**src/hw/rtl/psmit_pkg.sv**
```systemverilog
package psmit_pkg;

  localparam int NREG_TYPES  = 5;
  localparam int CNT_W       = 16;
  localparam int TIME_W      = 32;
  localparam int QUEUE_DEPTH = 2;
  localparam int QPTR_W      = $clog2(QUEUE_DEPTH);
  localparam int QCNT_W      = $clog2(QUEUE_DEPTH + 1);

  // configuration register indexes
  localparam logic [2:0] REG_ENABLE = 3'd0;
  localparam logic [2:0] REG_IVL0   = 3'd1;
  localparam logic [2:0] REG_IVL1   = 3'd2;
  localparam logic [2:0] REG_IVL2   = 3'd3;
  localparam logic [2:0] REG_IVL3   = 3'd4;
  localparam logic [2:0] REG_IVL4   = 3'd5;

  localparam logic [4:0]  ENABLE_RESET = 5'd17;
  localparam logic [15:0] IVL0_RESET   = 16'd100;
  localparam logic [15:0] IVL1_RESET   = 16'd0;
  localparam logic [15:0] IVL2_RESET   = 16'd0;
  localparam logic [15:0] IVL3_RESET   = 16'd0;
  localparam logic [15:0] IVL4_RESET   = 16'd1000;

  typedef enum logic [1:0] {
    OP_CHECK  = 2'd0,
    OP_RECORD = 2'd1,
    OP_QUERY  = 2'd2,
    OP_CLEAR  = 2'd3
  } op_t;

  typedef enum logic [1:0] {
    BK_INIT,
    BK_IDLE,
    BK_EXEC,
    BK_CLEAR
  } back_state_t;

  typedef struct packed {
    logic [1:0]  kind;
    logic [5:0]  source_index;
    logic [2:0]  msg_type;
    logic [31:0] now_ms;
  } req_t;

  typedef struct packed {
    logic        throttled;
    logic [15:0] sent_total;
    logic [15:0] throttled_total;
  } rsp_t;

  // classified request as it travels from front to back
  typedef struct packed {
    op_t         op;
    logic        in_range;
    logic        check_en;
    logic [15:0] interval;
    logic [5:0]  src;
    logic [2:0]  typ;
    logic [31:0] now;
  } cmd_t;

  function automatic logic [CNT_W-1:0] sat_inc(input logic [CNT_W-1:0] v);
    sat_inc = (&v) ? v : v + 1'b1;
  endfunction

endpackage

```
**src/hw/rtl/psmit_queue.sv**
```systemverilog
module psmit_queue
  import psmit_pkg::*;
(
  input  logic clk,
  input  logic rst,
  input  logic push,
  input  cmd_t push_data,
  output logic ready,
  output logic valid,
  output cmd_t head,
  input  logic pop
);

  cmd_t              slots [QUEUE_DEPTH];
  logic [QPTR_W-1:0] wp;
  logic [QPTR_W-1:0] rp;
  logic [QCNT_W-1:0] count;
  logic              do_push;
  logic              do_pop;

  assign ready   = count != QCNT_W'(QUEUE_DEPTH);
  assign valid   = count != '0;
  assign head    = slots[rp];
  assign do_push = push && ready;
  assign do_pop  = pop && valid;

  always_ff @(posedge clk) begin
    if (rst) begin
      wp    <= '0;
      rp    <= '0;
      count <= '0;
    end else begin
      if (do_push) wp <= wp + 1'b1;
      if (do_pop)  rp <= rp + 1'b1;
      if (do_push && !do_pop)      count <= count + 1'b1;
      else if (do_pop && !do_push) count <= count - 1'b1;
    end
  end

  always_ff @(posedge clk) begin
    if (do_push) slots[wp] <= push_data;
  end

endmodule

```
**config.mk**
```make
export PLATFORM = sky130hd
export DESIGN_NAME = psmit_queue
export DESIGN_NICKNAME = d
export VERILOG_FILES = /design/src/hw/rtl/psmit_pkg.sv /design/src/hw/rtl/psmit_queue.sv
export SDC_FILE = /design/constraint.sdc
export NUM_CORES = 1
export LEC_CHECK = 0
export BUFFER_PORTS_ARGS = -buffer_cell sky130_fd_sc_hd__buf_4
export CAP_MARGIN = 20
export CORE_ASPECT_RATIO = 1.2
export CORE_UTILIZATION = 51
export DETAILED_ROUTE_END_ITERATION = 6
export HOLD_SLACK_MARGIN = 0.06
export PLACE_DENSITY = 0.78
export RECOVER_POWER = 100
export SLEW_MARGIN = 5
export SYNTH_ARGS = -nofsm -noshare
export SYNTH_HDL_FRONTEND = slang
export SYNTH_SLANG_ARGS = --single-unit
```
**constraint.sdc**
```tcl
create_clock -name clk -period 3.5 [get_ports clk]
set_input_delay 0.175 -clock clk [delete_from_list [all_inputs] [get_ports clk]]
set_output_delay 0.175 -clock clk [all_outputs]
set_load 0.05 [all_outputs]
```
==> flow_metrics.tcl <==
set metrics [dict create \
    status "finished, violations left" \
    violations "capacitance limit, slew limit" \
    area.growth.synth_to_final_pct 44.7 \
    maximum_vdd_ir_drop_v 0.000528 \
    layout-drive-gt1-share_pct 33.8 \
    timing.max_slew.rel_slack_pct -6.89 \
    hp-class "input pin to register" \
    kind_of_critical_path "register to output port" \
    vias_in_the_first_global_route 2825 \
    setup_slack_ns 0.837 \
    final-hold-violation-count 0 \
    layout.filler_cells 573 \
    worst_path_cell_chain "buf_4 -> mux2_2 -> clkbuf_1" \
    path_delay_family "buffers and inverters" \
    path_clk_slew_ns 0.05 \
    setup_viol 0 \
    cts_tree "built" \
    antenna_cells 0 \
    core_area_sq_mm 0.00866 \
    viasPerCell 4.86 \
    crit_path_max_fanout 53 \
    pre_cts_ws_ns 1.60 \
    placed_cell_count 454 \
    floorplan.rows 37 \
    synth_area_leader "edfxtp_1" \
    dr_total_vias 2666 \
    ys_seq_area_share_pct 81.7 \
    yosysUniqueCellTypes 17 \
    timing.final.crit_period_ns 2.66 \
    post_synth_instance_area_sq_mm 0.00461 \
    synthesis.instances 214 \
    synth_top_area_share_pct 79.5 \
    worstPathBufferInverterCount 2 \
    rsz_0062_raised_after_global_routing "false" \
    crit_path_max_incr_delay_ns 0.64 \
    leakage_power_summed_over_all_cells_nw 2.38 \
    final.period_utilization_pct 76.1 \
    grt_antenna_before_repair 0 \
    cp_data_arrival_time_ns 2.49 \
    clock.fmax_mhz 376 \
    register_area_sq_mm 0.00376 \
    synth.avg_cell_area_sq_um 21.5 \
    cts_buffers 17 \
    grt_overflow 0 \
    detail_route.first_pass.iterations 4 \
    yosysWarningCount 0 \
    grt_pass1_wl_mm 13.4 \
    finClkSkew_ns 0.00634 \
    grt_max_degree 62 \
    rr_startpoint "count[0]$_SDFFE_PP0P_" \
    die_x_um 88.8 \
    drt_wl_total_mm 8.92 \
    setup_tns_ns 0 \
    cap_viol_max_count 2 \
    detailedRoute.firstIterationViolations 133 \
    io_pins 128 \
    clockBufferDepth 2 \
    worst_pin_slew_ns 1.60 \
    clkLatencyLatePin_ns 0.50 \
    syn_nets 280 \
    pwr_density_cell_mw_per_mm2 820 \
    fp.dieArea_sq_mm 0.00942 \
    io_buffers 127 \
    htree_num_levels 4 \
    critical_path.slowest_cell "buf_4" \
    synth_top_cells_by_area "edfxtp_1, mux2_2, dfxtp_1, buf_2, xor2_1" \
    floorplan.die.height_um 106 \
    final_net_count 485 \
    worst_setup_path_end_kind "output port" \
    multiInputGateArea_sq_um 807 \
    final_std_cells_w_o_fill 549 \
    cts_root_buffer "clkbuf_8" \
    initial_core_utilization_pct 53.2 \
    place.gp.congestion 0.681 \
    numClockSinks 127 \
    synth-seq-cells 127 \
    post_drt_wl_per_cell_um 16.3 \
    ant_nets 0 \
    dpl.hpwl_mm 5.02 \
    hold_start "pop" \
    post-cts-setup-buffer-count 0 \
    cp_data_required_time_ns 3.32 \
    final-max-slew-violation-count 124 \
    drc 0 \
    grt_use_total_pct 19.9 \
    critical_path_launch_point_type "register" \
]
## registers in the layout (all words and copies together), names as in the netlist, named ones only
register / flops
slots: 122
count: 2
rp: 1
wp: 1
## per-stage QoR
step,power (W),hold WS (ns),area [sq um],util (%)
finish,0.00547,0.114,6670,77.0
global route,0.00567,0.116,6670,77.0
CTS,0.00571,0.0894,6950,80.2
detailed placement,0.00385,0.363,5700,65.8
global placement,0.00382,0.360,5700,65.8
floorplan,0.00333,0.244,4610,-
## synth_stat cells
| cell | count |
|---|---|
| and3_1 | 1 |
| and2_1 | 1 |
| nor2_1 | 3 |
| xor2_1 | 3 |
| a21oi_1 | 2 |
| inv_1 | 1 |
| buf_2 | 7 |
| or3_1 | 1 |
| mux2_2 | 61 |
| or2_2 | 1 |
| ha_1 | 1 |
| o21ai_0 | 2 |
| nand3b_1 | 1 |
| dfxtp_1 | 5 |
| a21bo_2 | 1 |
| nand2b_1 | 1 |
| edfxtp_1 | 122 |
## per-layer routing
layer	vias up	track usage, %	part of all wire (%)
li1	1255	-	-
met5	-	0	0
met3	15	6.99	6.4
met1	1298	21.5	39
met2	98	34.0	53
met4	0	10.3	1.7
## final timing paths
check,to,slack [ns],cells after the start
worst max-delay path,head[48],0.84,3
worst min-delay path,rp$_SDFFE_PP0P_,0.11,4
worst max register to register,slots[0][13]$_DFFE_PP_,1.05,4
worst min register to register,rp$_SDFFE_PP0P_,0.51,2
## worst min-delay path, cell delays in order
cell     delay (ns)
buf_4          0.11
o21ai_0        0.12
xor2_1         0.11
nor2_1         0.07
## layout make-up
type | instances | area share, %
Inverter | 1 | 0.0563
Tap cell | 117 | 2.19
Multi-Input combinational cell | 79 | 12.1
Clock inverter | 6 | 1.95
Timing Repair Buffer | 193 | 20.0
Sequential cell | 127 | 56.4
Clock buffer | 26 | 7.32
## layout by cell type (no fill, tap or decap), types with 2 or more instances in the layout
master | Yosys | routed
nor2_1 | 3 | 3
a21oi_1 | 2 | 2
dlygate4sd3_1 | 0 | 63
xor2_1 | 3 | 3
o21ai_0 | 2 | 2
clkbuf_16 | 0 | 16
clkbuf_2 | 0 | 2
mux2_2 | 61 | 58
dfxtp_1 | 5 | 5
bufinv_16 | 0 | 4
buf_4 | 0 | 9
clkinv_2 | 0 | 2
clkbuf_1 | 0 | 77
clkbuf_8 | 0 | 5
edfxtp_1 | 122 | 122
clkbuf_4 | 0 | 47
mux2_1 | 0 | 3
## logic make-up after synthesis
logic type                 after synthesis  synth area share (%)
DFF                                    127                  81.7
muxes                                   61                  14.9
and+or+nand+nor                          9                  1.09
buffers and inverters                    8                 0.842
AOI/OAI and AO/OA                        5                 0.652
xor gates and xnor gates                 3                 0.570
adders and majority gates                1                 0.271
## power by group
part	switching [W]	leakage (nW)	internal, W
Combinational	0.00124	0.897	0.000457
Clock	0.000565	0.303	0.00123
Sequential	0.0000651	1.18	0.00191
## timing repair
item | CTS | global route
setup endpoints to repair | 0 | 0
resized for setup | 0 | 0
hold buffers | 63 | 0
hold endpoints to repair | 127 | 0
Power figures use the tool's default switching activity.
