<file path="config.mk">
export PLATFORM = sky130hd
export DESIGN_NAME = psmit_front
export DESIGN_NICKNAME = d
export VERILOG_FILES = /design/src/hw/rtl/psmit_pkg.sv /design/src/hw/rtl/psmit_front.sv
export SDC_FILE = /design/constraint.sdc
export NUM_CORES = 1
export LEC_CHECK = 0
export BUFFER_PORTS_ARGS = -buffer_cell sky130_fd_sc_hd__buf_2
export CORE_MARGIN = 2
export CORE_UTILIZATION = 45
export DETAILED_ROUTE_END_ITERATION = 12
export GPL_TIMING_DRIVEN = 0
export PLACE_DENSITY = 0.81
export REMOVE_ABC_BUFFERS = 1
export SLEW_MARGIN = 10
export SYNTH_ARGS = -nofsm -noshare
export SYNTH_HDL_FRONTEND = slang
export SYNTH_SLANG_ARGS = --single-unit
</file>
<file path="constraint.sdc">
create_clock -name clk -period 2 [get_ports clk]
set_clock_uncertainty 0.15 [all_clocks]
set_input_delay 0.1 -clock clk [delete_from_list [all_inputs] [get_ports clk]]
set_output_delay 0.1 -clock clk [all_outputs]
set_load 0.03 [all_outputs]
</file>
<file path="src/hw/rtl/psmit_pkg.sv">
package psmit_pkg;

  localparam int NREG_TYPES  = 5;
  localparam int CNT_W       = 16;
  localparam int TIME_W      = 32;
  localparam int QUEUE_DEPTH = 2;
  localparam int QPTR_W      = $clog2(QUEUE_DEPTH);
  localparam int QCNT_W      = $clog2(QUEUE_DEPTH + 1);

  // configuration register indexes
  localparam logic [2:0] REG_ENABLE = 3'd0;
  localparam logic [2:0] REG_IVL0   = 3'd1;
  localparam logic [2:0] REG_IVL1   = 3'd2;
  localparam logic [2:0] REG_IVL2   = 3'd3;
  localparam logic [2:0] REG_IVL3   = 3'd4;
  localparam logic [2:0] REG_IVL4   = 3'd5;

  localparam logic [4:0]  ENABLE_RESET = 5'd17;
  localparam logic [15:0] IVL0_RESET   = 16'd100;
  localparam logic [15:0] IVL1_RESET   = 16'd0;
  localparam logic [15:0] IVL2_RESET   = 16'd0;
  localparam logic [15:0] IVL3_RESET   = 16'd0;
  localparam logic [15:0] IVL4_RESET   = 16'd1000;

  typedef enum logic [1:0] {
    OP_CHECK  = 2'd0,
    OP_RECORD = 2'd1,
    OP_QUERY  = 2'd2,
    OP_CLEAR  = 2'd3
  } op_t;

  typedef enum logic [1:0] {
    BK_INIT,
    BK_IDLE,
    BK_EXEC,
    BK_CLEAR
  } back_state_t;

  typedef struct packed {
    logic [1:0]  kind;
    logic [5:0]  source_index;
    logic [2:0]  msg_type;
    logic [31:0] now_ms;
  } req_t;

  typedef struct packed {
    logic        throttled;
    logic [15:0] sent_total;
    logic [15:0] throttled_total;
  } rsp_t;

  // classified request as it travels from front to back
  typedef struct packed {
    op_t         op;
    logic        in_range;
    logic        check_en;
    logic [15:0] interval;
    logic [5:0]  src;
    logic [2:0]  typ;
    logic [31:0] now;
  } cmd_t;

  function automatic logic [CNT_W-1:0] sat_inc(input logic [CNT_W-1:0] v);
    sat_inc = (&v) ? v : v + 1'b1;
  endfunction

endpackage

</file>
<file path="src/hw/rtl/psmit_front.sv">
module psmit_front
  import psmit_pkg::*;
#(
  parameter int SOURCES = 64,
  parameter int TYPES   = 5
) (
  input  logic        clk,
  input  logic        rst,
  input  logic        req_valid,
  output logic        req_ready,
  input  req_t        req_data,
  input  logic        cfg_valid,
  output logic        cfg_ready,
  input  logic [2:0]  cfg_index,
  input  logic [31:0] cfg_data,
  input  logic        init_busy,
  input  logic        q_ready,
  output logic        q_push,
  output cmd_t        q_data
);

  logic [4:0]  enable_mask;
  logic [15:0] ivl [NREG_TYPES];
  logic [15:0] ivl_sel;
  logic        en_sel;

  assign cfg_ready = 1'b1;

  always_ff @(posedge clk) begin
    if (rst) begin
      enable_mask <= ENABLE_RESET;
      ivl[0] <= IVL0_RESET;
      ivl[1] <= IVL1_RESET;
      ivl[2] <= IVL2_RESET;
      ivl[3] <= IVL3_RESET;
      ivl[4] <= IVL4_RESET;
    end else if (cfg_valid) begin
      case (cfg_index)
        REG_ENABLE: enable_mask <= cfg_data[4:0];
        REG_IVL0:   ivl[0] <= cfg_data[15:0];
        REG_IVL1:   ivl[1] <= cfg_data[15:0];
        REG_IVL2:   ivl[2] <= cfg_data[15:0];
        REG_IVL3:   ivl[3] <= cfg_data[15:0];
        REG_IVL4:   ivl[4] <= cfg_data[15:0];
        default: ;
      endcase
    end
  end

  // types without an interval register never throttle
  always_comb begin
    ivl_sel = '0;
    en_sel  = 1'b0;
    for (int i = 0; i < NREG_TYPES; i++) begin
      if (req_data.msg_type == 3'(i)) begin
        ivl_sel = ivl[i];
        en_sel  = enable_mask[i];
      end
    end
  end

  assign req_ready = q_ready && !init_busy;
  assign q_push    = req_valid && req_ready;

  always_comb begin
    q_data          = '0;
    q_data.op       = op_t'(req_data.kind);
    q_data.in_range = (32'(req_data.source_index) < SOURCES) &&
                      (32'(req_data.msg_type) < TYPES);
    q_data.check_en = en_sel && (ivl_sel != '0);
    q_data.interval = ivl_sel;
    q_data.src      = req_data.source_index;
    q_data.typ      = req_data.msg_type;
    q_data.now      = req_data.now_ms;
  end

endmodule

</file>
==> results of run 1 <==
-- cells in the mapped netlist, types with 3 or more instances --
library cell	n
a21o_1	3
a21oi_1	8
a31oi_1	3
and2_1	18
buf_2	5
buf_4	47
buf_6	3
dfxtp_1	5
edfxtp_1	80
inv_1	3
mux2i_1	31
nand2_1	8
nand2b_1	10
nor2_1	10
nor2b_1	3
nor3_1	4
o21ai_0	9
o22ai_1	4
-- path summary, 6_finish.rpt --
kind                            slack (ps)                   startpoint  cells after the start                           to
worst max-delay path                  -560         ivl[0][52]$_DFFE_PP_                      7                   q_data[57]
worst min-delay path                    30                 cfg_data[11]                      2         ivl[0][59]$_DFFE_PP_
worst max register to register         610  enable_mask[0]$_SDFFE_PP1P_                      3  enable_mask[0]$_SDFFE_PP1P_
worst min register to register         360  enable_mask[2]$_SDFFE_PP0P_                      2  enable_mask[2]$_SDFFE_PP0P_
-- power groups by stage --
stage          sequential [mW]  clock (mW)  combinational (mW)
6_report                  2.13        1.08               0.536
5_1_grt                   2.14        1.16               0.576
4_1_cts                   2.13        1.09               0.531
3_5_place_dp              2.17           0               0.492
3_3_place_gp              2.17           0               0.457
2_1_floorplan             2.16           0               0.286
-- logic make-up (layout without fill, tap and decap cells) --
kind of cell	Yosys count	count (layout)
buffers and inverters	61	94
AND/OR/NAND/NOR	66	66
multiplexers	33	33
AO/OA/AOI/OAI	48	48
other	1	1
flip-flops	85	85
-- routing by layer --
layer | track usage (%) | up-vias | part of all wire, % | wire length, µm
li1 | - | 1107 | - | -
met3 | 12.91 | 16 | 14 | 1409
met4 | 7.271 | 2 | 1.6 | 159
met1 | 26.46 | 1209 | 41 | 4145
met2 | 28.36 | 139 | 43 | 4381
met5 | 10.77 | - | 0.42 | 43
-- state kept, by name, summed over array words and instances (netlist names) --
register / count
enable_mask: 5
ivl: 80
-- area by class of cell --
cell class	count	area, µm²	share of cell area (%)
repair buffers	74	519.2	11.55
clock buffers	9	123.9	2.755
clock inverters	7	50.05	1.113
flip-flops and latches	85	2502	55.65
multi-input cells	148	1151	25.60
well taps	108	135.1	3.005
inverters	4	15.01	0.3339
-- metrics by stage --
stage                     setup TNS, ps  hold WS [ps]  instance area (µm²)  std cells
final                            -557.4         34.56                 4497        435
after floorplan                   -1788         22.38                 3598        237
after CTS                        -533.3         21.40                 4467        434
after detailed placement          -1052         50.62                 4079        399
after global placement           -72210         50.62                 3984        395
after global routing             -669.9         39.36                 4497        435
-- what timing repair did --
action                     CTS  global route
hold endpoints to repair    80             0
gates cloned                 0             0
setup endpoints to repair    7             2
resized for setup            6             5
pin swaps                    2             2
setup buffers                0             1
hold buffers                19             0
==> results.cfg, run 1 <==
[status]
status = complete, but fails checks
violations = negative setup slack

[cells_and_area]
layout_common_cells = 80 x edfxtp_1, 47 x buf_2, 30 x mux2i_1, 19 x dlygate4sd3_1, 18 x and2_1
fillers = 748
final_nets = 406
area_growth_pct = 11.93
layout-drive-gt1-share_pct = 26.91
utilization_pct = 51.82
antennaDiodeCount = 0
final_common_cell = edfxtp_1

[route]
routed_wl_um = 10140
vias = 2473
drt_iter0_markers = 177
wl_per_cell_um = 23.31
postRouteAntennaNets = 0
vias_per_cell = 5.685
route.detailed.drc = 0
first_pass_iters = 4

[global_routing]
grt_max_degree = 44
grt_pass1_vias = 2417
grt_pass1_wl_um = 14470
track_usage_pct = 20.87
grt_overflow = 0
antenna_found_initial = 0

[logic_synthesis]
synthMuxAreaShare_pct = 8.564
synth_warnings = 0
synth.cell_area_um2 = 4018
synth_xor_area_share_pct = 0
synthDistinctLibCells = 48
synth_edf_count = 80
netlist.top_cell.by_area = edfxtp_1
ys.flop_type = edfxtp_1
ys_ff_latch = 85
synth-simple-area-share_pct = 9.966
yosys.area.top_type_share_pct = 59.79
synthAdderAreaFrac_pct = 0
syn_area_per_cell_um2 = 13.67
yosysSeqAreaShare_pct = 62.29
synthArstFlopShare_pct = 0
synth_top_family_by_area = buffers and inverters
synth_area_leaders = edfxtp_1 60%, buf_4 8.8%, mux2i_1 7.7%, and2_1 2.8%, dfxtp_1 2.5%
syn-instance-count = 294
synth_compound_area_share_pct = 8.284

[floorplan]
die_y_um = 98.49
fp.dieW_um = 98.49
initial_core_util_pct = 46.29
die_area_um2 = 9700
rows = 34
core-area_um2 = 8678
ios = 148

[timing]
hold_viol_final = 0
relSlewSlack_pct = 40.54
fmax_mhz = 391.0
finalWorstSetupSlack_ps = -557.4
final.period_utilization_pct = 127.9
setup_violations = 1
tightest_slew_ps = 892.0
min_period_ps = 2557
rsz0062_at_grt = yes
slew_viol_final = 0

[clocking]
htree_num_levels = 3
clock-sinks = 85
cts_tree = done
root_buffer = clkbuf_8
clkTransAtPathRegs_ps = 90
clk_path_buf_depth = 2
cts_made_buffers = 9
clk_latency_ps = 360

[placement]
gp_congestion = 0.7485
dp_slack_ps = -849.4
dp_hpwl_um = 6935
portBuffers = 50

[setup_path]
arrival_ps = 2310
critPathKind = reg2out
cp_top_family = simple AND/OR/NAND/NOR gates
slowest_delay_ps = 530
crit_path_cell_trace = mux2i_2 > o2bb2ai_2 > or4_4 > nor4_4 > and4bb_1 > a31oi_2 > buf_6
cp_max_fo = 2
startpoint_type = register
cp_slowest_cell = or4_4
critPathCaptureType = output pin
required_ps = 1750
critPathBufInv = 1

[run]
cap_violations = 0

[power]
total_power_mw = 3.750
p_per_area_nw_per_um2 = 833.9
peakVddDrop_v = 0.0003326
intPower_mw = 2.745
p_sw_share_pct = 26.79
leakage_nw = 1.699
p_switching_mw = 1.004
pwr-share-seq_pct = 56.8
pwr-share-clk_pct = 28.9
combPwrFrac_pct = 14.3

[hold_path]
hold_class = in2reg
(Power assumes the default switching activity.)
==> run 2: changes to the inputs <==
--- a/config.mk
+++ b/config.mk
@@ -6,11 +6,12 @@
 export NUM_CORES = 1
 export LEC_CHECK = 0
 export BUFFER_PORTS_ARGS = -buffer_cell sky130_fd_sc_hd__buf_2
+export CAP_MARGIN = 30
 export CORE_MARGIN = 2
-export CORE_UTILIZATION = 45
+export CORE_UTILIZATION = 53
 export DETAILED_ROUTE_END_ITERATION = 12
 export GPL_TIMING_DRIVEN = 0
-export PLACE_DENSITY = 0.81
+export PLACE_DENSITY = 0.89
 export REMOVE_ABC_BUFFERS = 1
 export SLEW_MARGIN = 10
 export SYNTH_ARGS = -nofsm -noshare
==> constraint.sdc (replaced) <==
create_clock -name clk -period 3.05 [get_ports clk]
set_clock_uncertainty 0.15 [all_clocks]
set_input_delay 0.1525 -clock clk [delete_from_list [all_inputs] [get_ports clk]]
set_output_delay 0.1525 -clock clk [all_outputs]
set_load 0.03 [all_outputs]
==> results.cfg, run 2 (same netlist as run 1, synthesis figures left out) <==
[power]
p_switching_uw = 613.5
pwr-share-clk_pct = 32.6
combPwrFrac_pct = 13.0
total_power_mw = 2.567
p_per_area_nw_per_um2 = 581.9
p_sw_share_pct = 23.90
pwr-share-seq_pct = 54.4
intPower_mw = 1.953
peakVddDrop_v = 0.0002311
leakage_nw = 1.682

[route]
vias_per_cell = 5.792
drt_iter0_markers = 226
wl_per_cell_um = 22.22
routed_wl_um = 9309
postRouteAntennaNets = 0
route.detailed.drc = 0
vias = 2427
first_pass_iters = 4

[setup_path]
crit_path_cell_trace = buf_2 > or2_1 > a211oi_1 > or4_4 > nor4_2 > and4bb_1 > a31oi_1 > buf_2
cp_top_family = simple AND/OR/NAND/NOR gates
critPathCaptureType = output pin
arrival_ps = 2430
required_ps = 2750
critPathKind = in2out
crit_top_cell = buf_2
cp_slowest_cell = or4_4
critPathBufInv = 2
startpoint_type = input pin
slowest_delay_ps = 500
cp_max_fo = 25

[global_routing]
grt_pass1_vias = 2314
grt_pass1_wl_um = 13740
grt_max_degree = 44
grt_overflow = 0
track_usage_pct = 22.99
antenna_found_initial = 0

[timing]
whs_ps = 36.05
slew_viol_final = 0
relSlewSlack_pct = 41.73
rsz0062_at_grt = no
fmax_mhz = 365.7
setup_violations = 0
final.period_utilization_pct = 89.66
tightest_slew_ps = 874.0
hold_viol_final = 0
min_period_ps = 2735

[clocking]
clk_latency_ps = 350
postCtsSetupRepairBufs = 0
htree_num_levels = 3
clkTransAtPathRegs_ps = 80
cts_made_buffers = 9
clk_path_buf_depth = 2
cts_tree = done
clock-sinks = 85
root_buffer = clkbuf_8

[cells_and_area]
layout-drive-gt1-share_pct = 25.62
largest_register_ffs = 80
multi_input_area_um2 = 1119
final_common_cell = edfxtp_1
regArea_um2 = 2502
final_nets = 399
fillers = 572
antennaDiodeCount = 0
top_register = ivl
largestRegisters = ivl x80, enable_mask x5
layout_common_cells = 80 x edfxtp_1, 50 x buf_2, 31 x mux2i_1, 18 x and2_1, 12 x dlygate4sd3_1
area_growth_pct = 9.779
utilization_pct = 60.48

[placement]
portBuffers = 50
dp_hpwl_um = 6439
gp_congestion = 0.7828

[floorplan]
initial_core_util_pct = 55.10
die_y_um = 91.07
fp.dieW_um = 91.07
core-area_um2 = 7292
die_area_um2 = 8293
ios = 148
rows = 31

[hold_path]
hold_class = in2reg

[status]
status = complete, no violations

[run]
cap_violations = 0
run 2: cell types whose count changed in the layout (fill, tap and decap cells not counted), moves of 2 or more:
cell           previous run  this run
dlygate4sd3_1            19        12
buf_2                    47        50
clkbuf_1                  0         3
buf_4                     2         0
buf_8                     4         2
bufinv_16                 0         2
inv_6                     2         0
run 2: timing repair:
item | CTS | global route
endpoints found under the hold margin | 17 | 0
resized for setup | 0 | 1
endpoints found under the setup margin | 0 | 1
hold buffers | 12 | 0
run 2: area by class of cell:
cell class / instances / area share, %
Clock buffer: 12 / 3.064
Clock inverter: 4 / 1.645
Inverter: 4 / 0.3404
Multi-Input combinational cell: 148 / 25.36
Sequential cell: 85 / 56.74
Tap cell: 99 / 2.809
Timing Repair Buffer: 67 / 10.04
run 2: power groups by stage:
stage | sequential (mW) | clock [mW] | combinational (mW)
after floorplan | 1.42 | 0 | 0.188
after global placement | 1.42 | 0 | 0.297
after detailed placement | 1.42 | 0 | 0.319
after CTS | 1.40 | 0.847 | 0.331
after global routing | 1.40 | 0.895 | 0.359
final | 1.40 | 0.837 | 0.333
run 2: routing by layer:
metal | wire length, µm | up-vias | part of all wire [%] | GRT usage [%]
met5 | 0 | - | 0 | 4.487
met4 | 88 | 0 | 0.95 | 5.051
met3 | 1409 | 6 | 15 | 15.02
met2 | 4111 | 150 | 44 | 31.60
met1 | 3699 | 1178 | 40 | 30.16
li1 | - | 1093 | - | -
run 2: path summary, 6_finish.rpt:
check	slack [ps]	cells after the start	to	startpoint
worst max register to register	1730	3	enable_mask[2]$_SDFFE_PP0P_	enable_mask[2]$_SDFFE_PP0P_
worst min-delay path	40	2	ivl[0][58]$_DFFE_PP_	cfg_data[10]
worst max-delay path	320	8	q_data[57]	req_data[33]
worst min register to register	340	2	enable_mask[0]$_SDFFE_PP1P_	enable_mask[0]$_SDFFE_PP1P_
run 2: worst register-to-register path: stages (launching register included):
cell,delay [ps]
dfxtp_1,320
mux2i_1,140
nor2_1,60
dlygate4sd3_1,550
run 2: stage by stage:
| stage | area, µm² | instances | setup slack [ps] | setup TNS (ps) |
|---|---|---|---|---|
| floorplan | 3598 | 237 | 719.3 | 0 |
| global placement | 3973 | 386 | -194.8 | -4966 |
| detailed placement | 4060 | 390 | 53.83 | 0 |
| CTS | 4388 | 418 | 52.24 | 0 |
| global route | 4410 | 419 | 160.4 | 0 |
| finish | 4410 | 419 | 315.3 | 0 |
==> run 3: changes to the inputs <==
--- a/config.mk
+++ b/config.mk
@@ -8,10 +8,11 @@
 export BUFFER_PORTS_ARGS = -buffer_cell sky130_fd_sc_hd__buf_2
 export CAP_MARGIN = 30
 export CORE_MARGIN = 2
-export CORE_UTILIZATION = 53
+export CORE_UTILIZATION = 51
+export CTS_BUF_LIST = sky130_fd_sc_hd__clkbuf_8
 export DETAILED_ROUTE_END_ITERATION = 12
 export GPL_TIMING_DRIVEN = 0
-export PLACE_DENSITY = 0.89
+export PLACE_DENSITY = 0.86
 export REMOVE_ABC_BUFFERS = 1
 export SLEW_MARGIN = 10
 export SYNTH_ARGS = -nofsm -noshare
==> constraint.sdc (replaced) <==
create_clock -name clk -period 2.6 [get_ports clk]
set_clock_uncertainty 0.15 [all_clocks]
set_input_delay 0.13 -clock clk [delete_from_list [all_inputs] [get_ports clk]]
set_output_delay 0.13 -clock clk [all_outputs]
set_load 0.03 [all_outputs]
==> results.cfg, run 3 (same netlist as run 1, synthesis figures left out) <==
[timing]
whs_ps = 12.68
relSlewSlack_pct = 40.98
hold_viol_final = 0
tns_ps = 0
min_period_ps = 2540
fmax_mhz = 393.8
finalWorstSetupSlack_ps = 60.38
rsz0062_at_grt = yes
setup_violations = 0
final.period_utilization_pct = 97.68
tightest_slew_ps = 885.3
slew_viol_final = 0

[floorplan]
die_y_um = 92.76
rows = 32
die_area_um2 = 8603
ios = 148
fp.dieW_um = 92.76
initial_core_util_pct = 52.26
core-area_um2 = 7687

[global_routing]
grt_max_degree = 44
grt_pass1_vias = 2387
track_usage_pct = 23.28
grt_overflow = 0
antenna_found_initial = 0
grt_pass1_wl_um = 14190

[placement]
dp_hpwl_um = 6793
portBuffers = 50
gp_congestion = 0.7499
dp_slack_ps = -273.5

[status]
status = complete, no violations

[clocking]
clk_path_buf_depth = 2
clk_latency_ps = 340
cts_tree = done
clock-sinks = 85
cts_made_buffers = 9
clkTransAtPathRegs_ps = 90
htree_num_levels = 3
root_buffer = clkbuf_8

[route]
routed_wl_um = 9618
vias_per_cell = 5.718
wl_per_cell_um = 22.79
first_pass_iters = 5
postRouteAntennaNets = 0
route.detailed.drc = 0
vias = 2413
drt_iter0_markers = 189

[setup_path]
arrival_ps = 2260
r2r_slack_ps = 1300
startpoint_type = register
cp_max_fo = 2
critPathCaptureType = output pin
required_ps = 2320
critPathKind = reg2out

[cells_and_area]
layout_common_cells = 80 x edfxtp_1, 48 x buf_2, 31 x mux2i_1, 18 x and2_1, 12 x dlygate4sd3_1
final_common_cell = edfxtp_1
area_growth_pct = 10.84
layout-drive-gt1-share_pct = 27.81
fillers = 619
largest_register_ffs = 80
final_nets = 399
top_register = ivl
largestRegisters = ivl x80, enable_mask x5
antennaDiodeCount = 0

[hold_path]
hold_class = in2reg

[run]
cap_violations = 0

[power]
p_per_area_nw_per_um2 = 681.6
leakage_nw = 1.691
peakVddDrop_v = 0.0003059
==> run 3: critical path: stages (launching register included) <==
cell and delay, ps:
edfxtp_1 420, nor3_2 180, a211oi_1 70, or4_4 520
nor4_4 140, and4bb_2 300, a31oi_4 100, buf_6 170
==> run 3: report_power, final <==
| group | internal (mW) | switching [mW] |
|---|---|---|
| combinational | 0.147 | 0.256 |
| clock | 0.535 | 0.459 |
| sequential | 1.61 | 0.0296 |
| total | 2.29 | 0.745 |
==> run 3: repair_timing <==
item                       CTS  global route
hold endpoints to repair    33             0
setup buffers                0             1
hold buffers                12             0
setup endpoints to repair    1             1
resized for setup            3             8
pin swaps                    0             2
==> run 3: final cells by class <==
type | count | area [µm²] | share of cell area, %
clock buffer | 9 | 123.9 | 2.782
clock inverter | 7 | 90.09 | 2.023
tap | 102 | 127.6 | 2.866
sequential | 85 | 2502 | 56.20
timing repair buffer | 67 | 439.2 | 9.862
inverter | 4 | 15.01 | 0.3372
multi-input combinational | 148 | 1155 | 25.93
==> run 3: worst paths after layout <==
kind | start | endpoint | cells after the start
setup / recovery | ivl[0][4]$_DFFE_PP_ | q_data[57] | 7
hold / removal | cfg_data[12] | ivl[0][12]$_DFFE_PP_ | 2
setup reg to reg | enable_mask[1]$_SDFFE_PP0P_ | enable_mask[1]$_SDFFE_PP0P_ | 3
hold reg to reg | enable_mask[0]$_SDFFE_PP1P_ | enable_mask[0]$_SDFFE_PP1P_ | 2
==> run 3: per-layer routing <==
metal | track usage [%] | up-vias | share of wire (%)
met5 | 8.974 | - | 0.91
met4 | 6.863 | 4 | 1.4
met3 | 16.84 | 15 | 16
met2 | 33.09 | 138 | 44
met1 | 27.32 | 1162 | 38
li1 | - | 1094 | -
==> run 3: through the flow <==
step	cells	util [%]	instance area, µm²	power (mW)
floorplan	237	-	3598	1.881
global placement	389	51.73	3976	2.015
detailed placement	393	52.86	4064	2.043
CTS	421	57.31	4405	3.031
global route	422	57.93	4453	3.143
finish	422	57.93	4453	3.035
